==> config.mk <==
export PLATFORM = sky130hd
export DESIGN_NAME = sync_hunting_message_deframer_flat
export DESIGN_NICKNAME = d
export VERILOG_FILES = /design/src/rtl/shmd_pkg.sv /design/src/rtl/shmd_if.sv /design/src/rtl/shmd_step.sv /design/src/rtl/sync_hunting_message_deframer.sv /design/src/flat_wrapper.sv
export VERILOG_INCLUDE_DIRS = /design/src /design/src/rtl
export SDC_FILE = /design/constraint.sdc
export NUM_CORES = 1
export LEC_CHECK = 0
export BUFFER_PORTS_ARGS = -buffer_cell sky130_fd_sc_hd__buf_2
export CELL_PAD_IN_SITES_DETAIL_PLACEMENT = 0
export CELL_PAD_IN_SITES_GLOBAL_PLACEMENT = 1
export CORE_MARGIN = 4
export CORE_UTILIZATION = 47
export CTS_CLUSTER_DIAMETER = 100
export DETAILED_ROUTE_END_ITERATION = 7
export GPL_TIMING_DRIVEN = 0
export MAX_ROUTING_LAYER = met4
export PLACE_DENSITY_LB_ADDON = 0.1
export SKIP_CTS_REPAIR_TIMING = 1
export SYNTH_ARGS = -nofsm -noshare
export SYNTH_HDL_FRONTEND = slang
export SYNTH_SLANG_ARGS = --single-unit
==> constraint.sdc <==
create_clock -name clk -period 6.7 [get_ports clk]
set_input_delay 0 -clock clk [delete_from_list [all_inputs] [get_ports clk]]
set_output_delay 0 -clock clk [all_outputs]
set_load 0.02 [all_outputs]
==> src/rtl/assert_macros.svh <==
// Assertion macros shared by the deframer RTL.
// Needs nothing else; each macro takes the clock and active-low reset by name.
`ifndef ASSERT_MACROS_SVH
`define ASSERT_MACROS_SVH

// Same-cycle implication, disabled during reset.
`define ASSERT_IMPLIES(label, clk, rst_n, cond, expr) \
    label: assert property (@(posedge clk) disable iff (!rst_n) (cond) |-> (expr)) \
        else $error("assertion failed");

// Next-cycle implication, disabled during reset.
`define ASSERT_NEXT(label, clk, rst_n, cond, expr) \
    label: assert property (@(posedge clk) disable iff (!rst_n) (cond) |=> (expr)) \
        else $error("assertion failed");

`endif

==> src/rtl/shmd_pkg.sv <==
// Package for the sync-hunting message deframer: types, constants, sync ROM builder.
// Depends on nothing.
`default_nettype none

package shmd_pkg;

    localparam int MAX_PACKET_DEF       = 128;
    localparam int SYNC_PATTERN_LEN_DEF = 12;
    localparam int SYNC_PATTERN_MAX     = 64;

    localparam int TYPE_BYTES      = 4;
    localparam int FIXED_MSG_LEN   = 8;
    localparam int SEND_HEADER_LEN = 9;
    localparam int TEXT_LEN        = 12;
    localparam int SYNC_MAX_LEN    = TYPE_BYTES + SYNC_PATTERN_MAX;
    localparam int SYNC_ADDR_W     = $clog2(SYNC_MAX_LEN);
    localparam int TEXT_ADDR_W     = $clog2(TEXT_LEN);

    // Message type codes
    localparam logic [1:0] TYPE_SYNC = 2'd0;
    localparam logic [1:0] TYPE_SEND = 2'd1;
    localparam logic [1:0] TYPE_CHAN = 2'd2;
    localparam logic [1:0] TYPE_ADDR = 2'd3;

    typedef logic [7:0] sync_rom_t [0:SYNC_MAX_LEN-1];
    typedef logic [7:0] sync_text_t [0:TEXT_LEN-1];

    localparam sync_text_t SYNC_TEXT = '{
        8'h48, 8'h65, 8'h6c, 8'h6c, 8'h6f, 8'h20,
        8'h74, 8'h68, 8'h65, 8'h72, 8'h65, 8'h21
    };

    typedef struct packed {
        logic       hunting;
        logic [7:0] pos;
        logic [1:0] mtype;
        logic [7:0] plen;
    } shmd_state_t;

    typedef struct packed {
        logic       byte_valid;
        logic [7:0] data_byte;
        logic [7:0] byte_index;
        logic [1:0] msg_type;
        logic       message_done;
        logic       sync_done;
        logic       framing_error;
        logic       in_sync;
    } shmd_result_t;

    // Expected byte at each sync message position: zero type bytes, then the
    // text repeated out to the pattern length. Evaluated at elaboration.
    function automatic sync_rom_t sync_rom_f(input int pattern_len);
        sync_rom_t              rom;
        logic [TEXT_ADDR_W-1:0] k;
        k = '0;
        for (int i = 0; i < SYNC_MAX_LEN; i++) begin
            if (i < TYPE_BYTES || i >= TYPE_BYTES + pattern_len) begin
                rom[SYNC_ADDR_W'(i)] = 8'h00;
            end
            else begin
                rom[SYNC_ADDR_W'(i)] = SYNC_TEXT[k];
                k = (k == TEXT_ADDR_W'(TEXT_LEN - 1)) ? '0 : k + 1'b1;
            end
        end
        return rom;
    endfunction

endpackage

`default_nettype wire

==> src/rtl/shmd_if.sv <==
// Valid/ready channel interfaces for the deframer: receive events in, results out.
// Depends on nothing.
`default_nettype none

interface shmd_rx_if;
    logic       valid;
    logic       ready;
    logic       has_byte;
    logic [7:0] rx_byte;
    logic       line_break;

    modport source (output valid, output has_byte, output rx_byte, output line_break,
                    input ready);
    modport sink   (input valid, input has_byte, input rx_byte, input line_break,
                    output ready);
endinterface

interface shmd_msg_if;
    logic       valid;
    logic       ready;
    logic       byte_valid;
    logic [7:0] data_byte;
    logic [7:0] byte_index;
    logic [1:0] msg_type;
    logic       message_done;
    logic       sync_done;
    logic       framing_error;
    logic       in_sync;

    modport source (output valid, output byte_valid, output data_byte, output byte_index,
                    output msg_type, output message_done, output sync_done,
                    output framing_error, output in_sync, input ready);
    modport sink   (input valid, input byte_valid, input data_byte, input byte_index,
                    input msg_type, input message_done, input sync_done,
                    input framing_error, input in_sync, output ready);
endinterface

`default_nettype wire

==> src/rtl/shmd_step.sv <==
// Per-event decision logic of the deframer: next framing state and result flags.
// Depends on shmd_pkg.
`default_nettype none

module shmd_step #(
    parameter int MAX_PACKET       = shmd_pkg::MAX_PACKET_DEF,
    parameter int SYNC_PATTERN_LEN = shmd_pkg::SYNC_PATTERN_LEN_DEF
) (
    input  shmd_pkg::shmd_state_t  state,
    input  logic                   has_byte,
    input  logic [7:0]             rx_byte,
    input  logic                   line_break,
    output shmd_pkg::shmd_state_t  state_next,
    output shmd_pkg::shmd_result_t result
);
    import shmd_pkg::*;

    localparam int        SYNC_MSG_LEN = TYPE_BYTES + SYNC_PATTERN_LEN;
    localparam sync_rom_t SYNC_ROM     = sync_rom_f(SYNC_PATTERN_LEN);

    logic       hunt0;
    logic [7:0] pos0;
    logic [7:0] expected;
    logic       drop;
    logic       bad;
    logic [1:0] mtype_new;
    logic [7:0] plen_new;
    logic [8:0] total;
    logic [8:0] np;

    // A line break clears framing before the byte is looked at
    assign hunt0    = line_break | state.hunting;
    assign pos0     = line_break ? 8'd0 : state.pos;
    assign expected = SYNC_ROM[pos0[SYNC_ADDR_W-1:0]];
    assign np       = {1'b0, pos0} + 9'd1;

    always_comb
    begin
        drop      = 1'b0;
        bad       = 1'b0;
        mtype_new = state.mtype;
        plen_new  = state.plen;
        if (pos0 == 8'd0) begin
            if (rx_byte == 8'd0) begin
                drop = 1'b1;
            end
            else if (rx_byte > 8'd3) begin
                bad = 1'b1;
            end
            else begin
                mtype_new = rx_byte[1:0];
                plen_new  = 8'd0;
            end
        end
        else if (pos0 < 8'(TYPE_BYTES)) begin
            bad = (rx_byte != 8'd0);
        end
        else if (pos0 == 8'(TYPE_BYTES) && state.mtype == TYPE_SEND) begin
            if (rx_byte > 8'(MAX_PACKET)) begin
                bad = 1'b1;
            end
            else begin
                plen_new = rx_byte;
            end
        end
    end

    assign total = (mtype_new == TYPE_SEND) ? 9'(SEND_HEADER_LEN) + {1'b0, plen_new}
                                            : 9'(FIXED_MSG_LEN);

    always_comb
    begin
        state_next            = state;
        state_next.hunting    = hunt0;
        state_next.pos        = pos0;
        result                = '0;
        result.framing_error  = line_break;
        if (has_byte) begin
            result.byte_valid = 1'b1;
            result.data_byte  = rx_byte;
            result.byte_index = pos0;
            if (hunt0) begin
                if (rx_byte == expected) begin
                    if (np >= 9'(SYNC_MSG_LEN)) begin
                        state_next.pos     = 8'd0;
                        state_next.hunting = 1'b0;
                        result.sync_done   = 1'b1;
                    end
                    else begin
                        state_next.pos = np[7:0];
                    end
                end
                else begin
                    state_next.pos = 8'd0;
                end
            end
            else if (drop) begin
                // zero type byte: counts as the first byte of a sync message
                state_next.hunting = 1'b1;
                state_next.mtype   = TYPE_SYNC;
                state_next.pos     = 8'd1;
            end
            else if (bad) begin
                state_next.hunting   = 1'b1;
                state_next.pos       = 8'd0;
                result.framing_error = 1'b1;
            end
            else begin
                state_next.mtype = mtype_new;
                state_next.plen  = plen_new;
                result.msg_type  = mtype_new;
                if (np >= total) begin
                    state_next.pos      = 8'd0;
                    result.message_done = 1'b1;
                end
                else begin
                    state_next.pos = np[7:0];
                end
            end
        end
        result.in_sync = ~state_next.hunting;
    end

endmodule

`default_nettype wire

==> src/rtl/sync_hunting_message_deframer.sv <==
// Sync-hunting message deframer: one UART receive event in, one result out.
// An accepted request passes the input register, then the result register.
// Throughput: one request per cycle while results are taken, set by the single
// framing-state update between the two registers. Reset: asynchronous, active
// low; hunting for sync at position 0, both pipeline registers empty.
// Depends on shmd_pkg, shmd_if, shmd_step and assert_macros.svh.
`default_nettype none
`include "assert_macros.svh"

module sync_hunting_message_deframer #(
    parameter int MAX_PACKET       = shmd_pkg::MAX_PACKET_DEF,
    parameter int SYNC_PATTERN_LEN = shmd_pkg::SYNC_PATTERN_LEN_DEF
) (
    input  logic        clk,
    input  logic        rst_n,
    shmd_rx_if.sink     rx,
    shmd_msg_if.source  msg
);
    import shmd_pkg::*;

    localparam int SYNC_MSG_LEN = TYPE_BYTES + SYNC_PATTERN_LEN;

    // Input register
    logic         in_vld_reg;
    logic         in_vld_next;
    logic         has_byte_reg;
    logic [7:0]   rx_byte_reg;
    logic         line_break_reg;

    // Result register
    logic         out_vld_reg;
    logic         out_vld_next;
    shmd_result_t res_reg;

    // Framing state
    shmd_state_t  state_reg;
    shmd_state_t  state_next;
    shmd_result_t res_next;

    logic         advance;
    logic         rx_fire;
    logic         step_fire;

    // The result slot frees up when empty or being taken; the input register
    // then moves on, so a new request is taken while a result is still waiting
    // only if the input register itself is free.
    assign advance   = ~out_vld_reg | msg.ready;
    assign rx.ready  = ~in_vld_reg | advance;
    assign rx_fire   = rx.valid & rx.ready;
    assign step_fire = in_vld_reg & advance;

    always_comb
    begin
        in_vld_next = in_vld_reg;
        if (rx_fire) begin
            in_vld_next = 1'b1;
        end
        else if (advance) begin
            in_vld_next = 1'b0;
        end
    end

    assign out_vld_next = advance ? in_vld_reg : out_vld_reg;

    shmd_step #(
        .MAX_PACKET       (MAX_PACKET),
        .SYNC_PATTERN_LEN (SYNC_PATTERN_LEN)
    ) u_step (
        .state      (state_reg),
        .has_byte   (has_byte_reg),
        .rx_byte    (rx_byte_reg),
        .line_break (line_break_reg),
        .state_next (state_next),
        .result     (res_next)
    );

    // Control state: handshake flags and the framing state
    always_ff @(posedge clk or negedge rst_n)
    begin
        if (!rst_n) begin
            in_vld_reg        <= 1'b0;
            out_vld_reg       <= 1'b0;
            state_reg.hunting <= 1'b1;
            state_reg.pos     <= 8'd0;
            state_reg.mtype   <= TYPE_SYNC;
            state_reg.plen    <= 8'd0;
        end
        else begin
            in_vld_reg  <= in_vld_next;
            out_vld_reg <= out_vld_next;
            // Advance the framing state only when the request leaves for the result slot
            if (step_fire) begin
                state_reg <= state_next;
            end
        end
    end

    // Payload registers: hold until the next transfer
    always_ff @(posedge clk)
    begin
        if (rx_fire) begin
            has_byte_reg   <= rx.has_byte;
            rx_byte_reg    <= rx.rx_byte;
            line_break_reg <= rx.line_break;
        end
        if (step_fire) begin
            res_reg <= res_next;
        end
    end

    assign msg.valid         = out_vld_reg;
    assign msg.byte_valid    = res_reg.byte_valid;
    assign msg.data_byte     = res_reg.data_byte;
    assign msg.byte_index    = res_reg.byte_index;
    assign msg.msg_type      = res_reg.msg_type;
    assign msg.message_done  = res_reg.message_done;
    assign msg.sync_done     = res_reg.sync_done;
    assign msg.framing_error = res_reg.framing_error;
    assign msg.in_sync       = res_reg.in_sync;

    // A completed sync message always leaves the block operational
    `ASSERT_IMPLIES(a_sync_done_in_sync, clk, rst_n,
        out_vld_reg && res_reg.sync_done, res_reg.in_sync)
    // A resync always leaves the block hunting
    `ASSERT_IMPLIES(a_error_hunting, clk, rst_n,
        out_vld_reg && res_reg.framing_error, !res_reg.in_sync)
    // Message completion only happens while operational
    `ASSERT_IMPLIES(a_done_in_sync, clk, rst_n,
        out_vld_reg && res_reg.message_done, res_reg.in_sync && res_reg.byte_valid)
    // While hunting the position stays inside the sync message
    `ASSERT_IMPLIES(a_hunt_pos, clk, rst_n,
        state_reg.hunting, state_reg.pos < 8'(SYNC_MSG_LEN))
    // A processed request always lands in the result slot
    `ASSERT_NEXT(a_step_lands, clk, rst_n, step_fire, out_vld_reg)

endmodule

`default_nettype wire
==> src/flat_wrapper.sv <==
// flat-port wrapper written by rule: the top's interface ports become plain ports
module sync_hunting_message_deframer_flat import shmd_pkg::*;
#(
    parameter int MAX_PACKET       = shmd_pkg::MAX_PACKET_DEF,
    parameter int SYNC_PATTERN_LEN = shmd_pkg::SYNC_PATTERN_LEN_DEF
)
  (clk, rst_n, rx_valid, rx_has_byte, rx_rx_byte, rx_line_break, rx_ready, msg_valid, msg_byte_valid, msg_data_byte, msg_byte_index, msg_msg_type, msg_message_done, msg_sync_done, msg_framing_error, msg_in_sync, msg_ready);
  shmd_rx_if rx_i ();
  shmd_msg_if msg_i ();
  input  logic clk;
  input  logic rst_n;
  input wire logic [$bits(rx_i.valid)-1:0] rx_valid;
  input wire logic [$bits(rx_i.has_byte)-1:0] rx_has_byte;
  input wire logic [$bits(rx_i.rx_byte)-1:0] rx_rx_byte;
  input wire logic [$bits(rx_i.line_break)-1:0] rx_line_break;
  output wire logic [$bits(rx_i.ready)-1:0] rx_ready;
  output wire logic [$bits(msg_i.valid)-1:0] msg_valid;
  output wire logic [$bits(msg_i.byte_valid)-1:0] msg_byte_valid;
  output wire logic [$bits(msg_i.data_byte)-1:0] msg_data_byte;
  output wire logic [$bits(msg_i.byte_index)-1:0] msg_byte_index;
  output wire logic [$bits(msg_i.msg_type)-1:0] msg_msg_type;
  output wire logic [$bits(msg_i.message_done)-1:0] msg_message_done;
  output wire logic [$bits(msg_i.sync_done)-1:0] msg_sync_done;
  output wire logic [$bits(msg_i.framing_error)-1:0] msg_framing_error;
  output wire logic [$bits(msg_i.in_sync)-1:0] msg_in_sync;
  input wire logic [$bits(msg_i.ready)-1:0] msg_ready;
  assign rx_i.valid = rx_valid;
  assign rx_i.has_byte = rx_has_byte;
  assign rx_i.rx_byte = rx_rx_byte;
  assign rx_i.line_break = rx_line_break;
  assign rx_ready = rx_i.ready;
  assign msg_valid = msg_i.valid;
  assign msg_byte_valid = msg_i.byte_valid;
  assign msg_data_byte = msg_i.data_byte;
  assign msg_byte_index = msg_i.byte_index;
  assign msg_msg_type = msg_i.msg_type;
  assign msg_message_done = msg_i.message_done;
  assign msg_sync_done = msg_i.sync_done;
  assign msg_framing_error = msg_i.framing_error;
  assign msg_in_sync = msg_i.in_sync;
  assign msg_i.ready = msg_ready;
  sync_hunting_message_deframer #(.MAX_PACKET(MAX_PACKET), .SYNC_PATTERN_LEN(SYNC_PATTERN_LEN)) u_core (.clk(clk), .rst_n(rst_n), .rx(rx_i), .msg(msg_i));
endmodule
==> report_table.html <==
<table>
<tr><th>Metric</th><th>Value</th></tr>
<tr><th colspan="2">Run status</th></tr>
<tr><td>Run status</td><td>completed</td></tr>
<tr><th colspan="2">Finish</th></tr>
<tr><td>Flip-flop count of the largest register after layout</td><td>19</td></tr>
<tr><td>Final core utilization</td><td>0.560</td></tr>
<tr><td>Filler instances</td><td>663</td></tr>
<tr><td>Share of layout cells above drive strength 1</td><td>0.210</td></tr>
<tr><td>Cell Count, Final, Fillers Out</td><td>489</td></tr>
<tr><td>Synth-to-Final Area Change</td><td>16.4%</td></tr>
<tr><td>Total inserted antenna cells</td><td>0</td></tr>
<tr><td>Net total in the final layout</td><td>419</td></tr>
<tr><td>Area taken by flip-flops and latches</td><td>1520 um2</td></tr>
<tr><td>Area used by multi-input combinational logic</td><td>1880 um2</td></tr>
<tr><th colspan="2">Run</th></tr>
<tr><td>Number of max-cap violations</td><td>0</td></tr>
<tr><th colspan="2">Logic synthesis</th></tr>
<tr><td>Number of distinct library cells after synthesis</td><td>73</td></tr>
<tr><td>Post-synthesis sequential area ratio</td><td>0.435</td></tr>
<tr><td>Mux contribution to synthesized area</td><td>0.0294</td></tr>
<tr><td>Number of synthesized flops with an enable pin</td><td>33</td></tr>
<tr><td>Dominant combinational cell family by area after synthesis</td><td>simple AND/OR/NAND/NOR gates</td></tr>
<tr><td>Synthesized flop and latch total</td><td>54</td></tr>
<tr><td>Top_reg_cell synth</td><td>sky130_fd_sc_hd__edfxtp_1</td></tr>
<tr><td>Adder and majority gate portion of the synthesized area</td><td>0.0573</td></tr>
<tr><td>Leading cell type by number of instances after synthesis</td><td>sky130_fd_sc_hd__edfxtp_1</td></tr>
<tr><td>YS warnings</td><td>0</td></tr>
<tr><td>Number of standard cells after synthesis</td><td>330</td></tr>
<tr><td>Fraction of the mapped netlist area in compound gates</td><td>0.177</td></tr>
<tr><td>Commonest cells in the synthesized netlist</td><td>sky130_fd_sc_hd__edfxtp_1 (33), sky130_fd_sc_hd__nand2_1 (28), sky130_fd_sc_hd__and2_1 (20), sky130_fd_sc_hd__dfrtp_1 (20), sky130_fd_sc_hd__ha_1 (16)</td></tr>
<tr><td>Proportion of netlist area held by the largest area contributor</td><td>0.284</td></tr>
<tr><td>Async set or reset register ratio after synthesis</td><td>0.389</td></tr>
<tr><td>Synth Area in XOR/XNOR</td><td>0.0276</td></tr>
<tr><td>Cell area after synthesis</td><td>3490 um2</td></tr>
<tr><td>Biggest area contributors in the synthesized netlist</td><td>sky130_fd_sc_hd__edfxtp_1 (28%), sky130_fd_sc_hd__dfrtp_1 (14%), sky130_fd_sc_hd__ha_1 (5.7%), sky130_fd_sc_hd__and2_1 (3.6%), sky130_fd_sc_hd__nand2_1 (3.0%)</td></tr>
<tr><td>Fraction of the mapped netlist area in simple logic gates</td><td>0.248</td></tr>
<tr><td>Syn_nets</td><td>360</td></tr>
<tr><td>Post-Syn Area per Cell</td><td>10.6 um2</td></tr>
<tr><td>Yosys top cell by area</td><td>sky130_fd_sc_hd__edfxtp_1</td></tr>
<tr><th colspan="2">Pwr</th></tr>
<tr><td>Clock share of power</td><td>0.335</td></tr>
<tr><td>Worst vdd ir</td><td>0.100 mV</td></tr>
<tr><td>Switching power share of the total</td><td>0.256</td></tr>
<tr><td>Power density cells</td><td>170 nW/um2</td></tr>
<tr><td>Sequential share of power</td><td>0.547</td></tr>
<tr><td>Internal</td><td>514 uW</td></tr>
<tr><td>Lkg Pwr</td><td>1.57 nW</td></tr>
<tr><td>Combinational fraction of design power</td><td>0.118</td></tr>
<tr><td>Net switching power figure</td><td>177 uW</td></tr>
<tr><th colspan="2">Timing</th></tr>
<tr><td>Least setup slack across all paths after layout</td><td>0.731 ns</td></tr>
<tr><td>Max transition margin</td><td>0.479</td></tr>
<tr><td>Number of hold violations in the final report</td><td>0</td></tr>
<tr><td>Slew at the pin closest to its max-slew limit</td><td>0.782 ns</td></tr>
<tr><td>Highest attainable clock frequency</td><td>168 MHz</td></tr>
<tr><td>Slew Viols, Final</td><td>0</td></tr>
<tr><td>Time the worst path needs with I/O delays and setup</td><td>5.97 ns</td></tr>
<tr><td>Setup repair after global routing missed its margin</td><td>false</td></tr>
<tr><td>Period Utilization, post-route</td><td>0.891</td></tr>
<tr><td>Maximum clock skew at final layout</td><td>0.0115 ns</td></tr>
<tr><td>Min Hold Slack</td><td>0.196 ns</td></tr>
<tr><td>Final number of setup-violating endpoints</td><td>0</td></tr>
<tr><td>Summed negative setup slack over all endpoints</td><td>0 ns</td></tr>
<tr><th colspan="2">Setup path</th></tr>
<tr><td>Worst setup path category</td><td>register to register</td></tr>
<tr><td>CP Max Fanout</td><td>10</td></tr>
<tr><td>Type of destination of the critical path</td><td>register</td></tr>
<tr><td>Crit path DAT</td><td>6.20 ns</td></tr>
<tr><td>Critical path data required time</td><td>6.93 ns</td></tr>
<tr><td>Critical Path Start Type</td><td>register</td></tr>
<tr><th colspan="2">Global routing</th></tr>
<tr><td>Via count of the first global-routing pass</td><td>2777</td></tr>
<tr><td>Largest net degree at the start of global routing</td><td>33</td></tr>
<tr><td>Global-route wire length before repair</td><td>14200 um</td></tr>
<tr><td>Overall routing resource usage</td><td>0.215</td></tr>
<tr><td>Initial antenna violation count</td><td>0</td></tr>
<tr><td>Overflow after GRT</td><td>0</td></tr>
<tr><th colspan="2">Placement</th></tr>
<tr><td>Port buffer count</td><td>38</td></tr>
<tr><td>Total instance count after detailed placement</td><td>467</td></tr>
<tr><td>Routability cong.</td><td>0.862</td></tr>
<tr><td>DP Worst Slack</td><td>0.780 ns</td></tr>
<tr><td>Total half-perimeter wirelength after legalization and detailed placement</td><td>6580 um</td></tr>
<tr><th colspan="2">CTS</th></tr>
<tr><td>Worst-case clock buffer depth</td><td>2</td></tr>
<tr><td>Clock slew at the register clock pins of the worst setup and hold paths</td><td>0.11 ns</td></tr>
<tr><td>Clock latency at the later pin of the worst-skew pair</td><td>0.32 ns</td></tr>
<tr><td>Clock buffers created by TritonCTS</td><td>5</td></tr>
<tr><td>CTS H-tree depth</td><td>2</td></tr>
<tr><td>Number of sinks on the clock net</td><td>54</td></tr>
<tr><td>TritonCTS clock tree</td><td>done</td></tr>
<tr><td>Root buffer cell</td><td>sky130_fd_sc_hd__clkbuf_8</td></tr>
<tr><th colspan="2">Routing</th></tr>
<tr><td>Average wire per cell in the routed design</td><td>18.2 um</td></tr>
<tr><td>Post-detailed-route DRC marker count</td><td>0</td></tr>
<tr><td>Count of TritonRoute iterations in the first routing pass</td><td>4</td></tr>
<tr><td>Via count</td><td>2814</td></tr>
<tr><td>Number of vias per cell</td><td>5.75</td></tr>
<tr><td>Total wire length after detailed routing</td><td>8920 um</td></tr>
<tr><td>Iter 0 DRT Violations</td><td>158</td></tr>
<tr><td>Post-DRT Antenna Nets</td><td>0</td></tr>
<tr><th colspan="2">Die</th></tr>
<tr><td>Die Outline Area</td><td>8870 um2</td></tr>
<tr><td>Initial Util</td><td>0.481</td></tr>
<tr><td>Num ports</td><td>39</td></tr>
<tr><td>Core footprint</td><td>7250 um2</td></tr>
<tr><td>Site Rows</td><td>31</td></tr>
<tr><td>Vertical extent of the die</td><td>94.2 um</td></tr>
<tr><td>Width of the die</td><td>94.2 um</td></tr>
<tr><th colspan="2">Worst hold path</th></tr>
<tr><td>Path category of the worst min-delay check</td><td>input port to async pin</td></tr>
</table>
[metrics by stage]
| stage | total power [mW] | area [um2] |
|---|---|---|
| floorplan | 0.432 | 3490 |
| detailed placement | 0.461 | 3810 |
| global route | 0.716 | 4060 |
| global placement | 0.460 | 3800 |
| CTS | 0.693 | 3920 |
| finish | 0.690 | 4060 |
[logic make-up after synthesis]
group,after synthesis
adder cells (fa/ha/maj),16
AND/OR/NAND/NOR,138
flip-flops,54
multiplexers,9
AO/OA/AOI/OAI,81
XOR/XNOR,11
buffers and inverters,21
[metal layers]
| metal | wire length, um | track usage | up-vias |
|---|---|---|---|
| met5 | 0 | - | - |
| met4 | 180 | 0.0602 | 0 |
| met3 | 434 | 0.0296 | 16 |
| met2 | 4400 | 0.353 | 77 |
| met1 | 3910 | 0.279 | 1353 |
| li1 | - | - | 1368 |
[power by group through the flow]
stage               clock (mW)  combinational (mW)  sequential (mW)
finish                   0.231              0.0815            0.378
global route             0.248              0.0889            0.380
CTS                      0.239              0.0757            0.378
detailed placement           0              0.0756            0.385
global placement             0              0.0749            0.385
floorplan                    0              0.0346            0.397
[worst max-delay path, stage by stage (launching register included)]
cell and delay [ns]:
sky130_fd_sc_hd__edfxtp_1 0.33, sky130_fd_sc_hd__clkbuf_1 0.30, sky130_fd_sc_hd__buf_2 0.30, sky130_fd_sc_hd__inv_1 0.17, sky130_fd_sc_hd__nand2_1 0.21, sky130_fd_sc_hd__ha_1 0.29, sky130_fd_sc_hd__nor4bb_1 0.38, sky130_fd_sc_hd__nand4_1 0.33
sky130_fd_sc_hd__nor2_2 0.35, sky130_fd_sc_hd__nand2_1 0.10, sky130_fd_sc_hd__a21oi_1 0.24, sky130_fd_sc_hd__ha_1 0.26, sky130_fd_sc_hd__a21oi_1 0.10, sky130_fd_sc_hd__or4_1 0.42, sky130_fd_sc_hd__o31ai_1 0.10, sky130_fd_sc_hd__nor2_1 0.07
sky130_fd_sc_hd__nand3b_1 0.20, sky130_fd_sc_hd__ha_1 0.32, sky130_fd_sc_hd__a2111oi_0 0.32, sky130_fd_sc_hd__o21ai_0 0.27, sky130_fd_sc_hd__a221oi_2 0.56, sky130_fd_sc_hd__a22oi_1 0.12, sky130_fd_sc_hd__o21ai_0 0.12
[final timing paths]
check                                 startpoint               endpoint  slack, ns  cells past startpoint
max                        u_core.line_break_reg   u_core.state_reg[11]       0.73                     22
min                                        rst_n       u_core.msg.valid       0.20                      2
max reg2reg                u_core.line_break_reg   u_core.state_reg[11]       0.73                     22
min reg2reg                  u_core.has_byte_reg  u_core.msg.byte_valid       0.47                      0
max in group asynchronous                  rst_n   u_core.state_reg[18]       6.14                      2
min in group clk                   rx_rx_byte[0]  u_core.rx_byte_reg[0]       0.38                      2
[cell type report]
type                    instances  area share
multi-input cells             255       0.463
flip-flops and latches         54       0.374
repair buffers                 52      0.0813
well taps                      99      0.0305
plain buffers                  17      0.0191
clock buffers                   5      0.0169
clock inverters                 3      0.0117
inverters                       4     0.00370
[cells in the final DEF, fill, tap and decap left out, types with 5 or more instances in the layout]
master	instances
sky130_fd_sc_hd__a21oi_1	11
sky130_fd_sc_hd__a22o_1	8
sky130_fd_sc_hd__a22oi_1	8
sky130_fd_sc_hd__a31oi_1	5
sky130_fd_sc_hd__and2_1	20
sky130_fd_sc_hd__buf_2	42
sky130_fd_sc_hd__clkbuf_1	11
sky130_fd_sc_hd__clkbuf_8	5
sky130_fd_sc_hd__dfrtp_1	20
sky130_fd_sc_hd__dlygate4sd3_1	14
sky130_fd_sc_hd__edfxtp_1	33
sky130_fd_sc_hd__ha_1	16
sky130_fd_sc_hd__mux2_2	6
sky130_fd_sc_hd__nand2_1	28
sky130_fd_sc_hd__nand2b_1	12
sky130_fd_sc_hd__nand3_1	6
sky130_fd_sc_hd__nand3b_1	5
sky130_fd_sc_hd__nor2_1	13
sky130_fd_sc_hd__nor2b_1	7
sky130_fd_sc_hd__o21ai_0	12
sky130_fd_sc_hd__xnor2_1	6
sky130_fd_sc_hd__xor2_1	5
(Power assumes the default switching activity.)
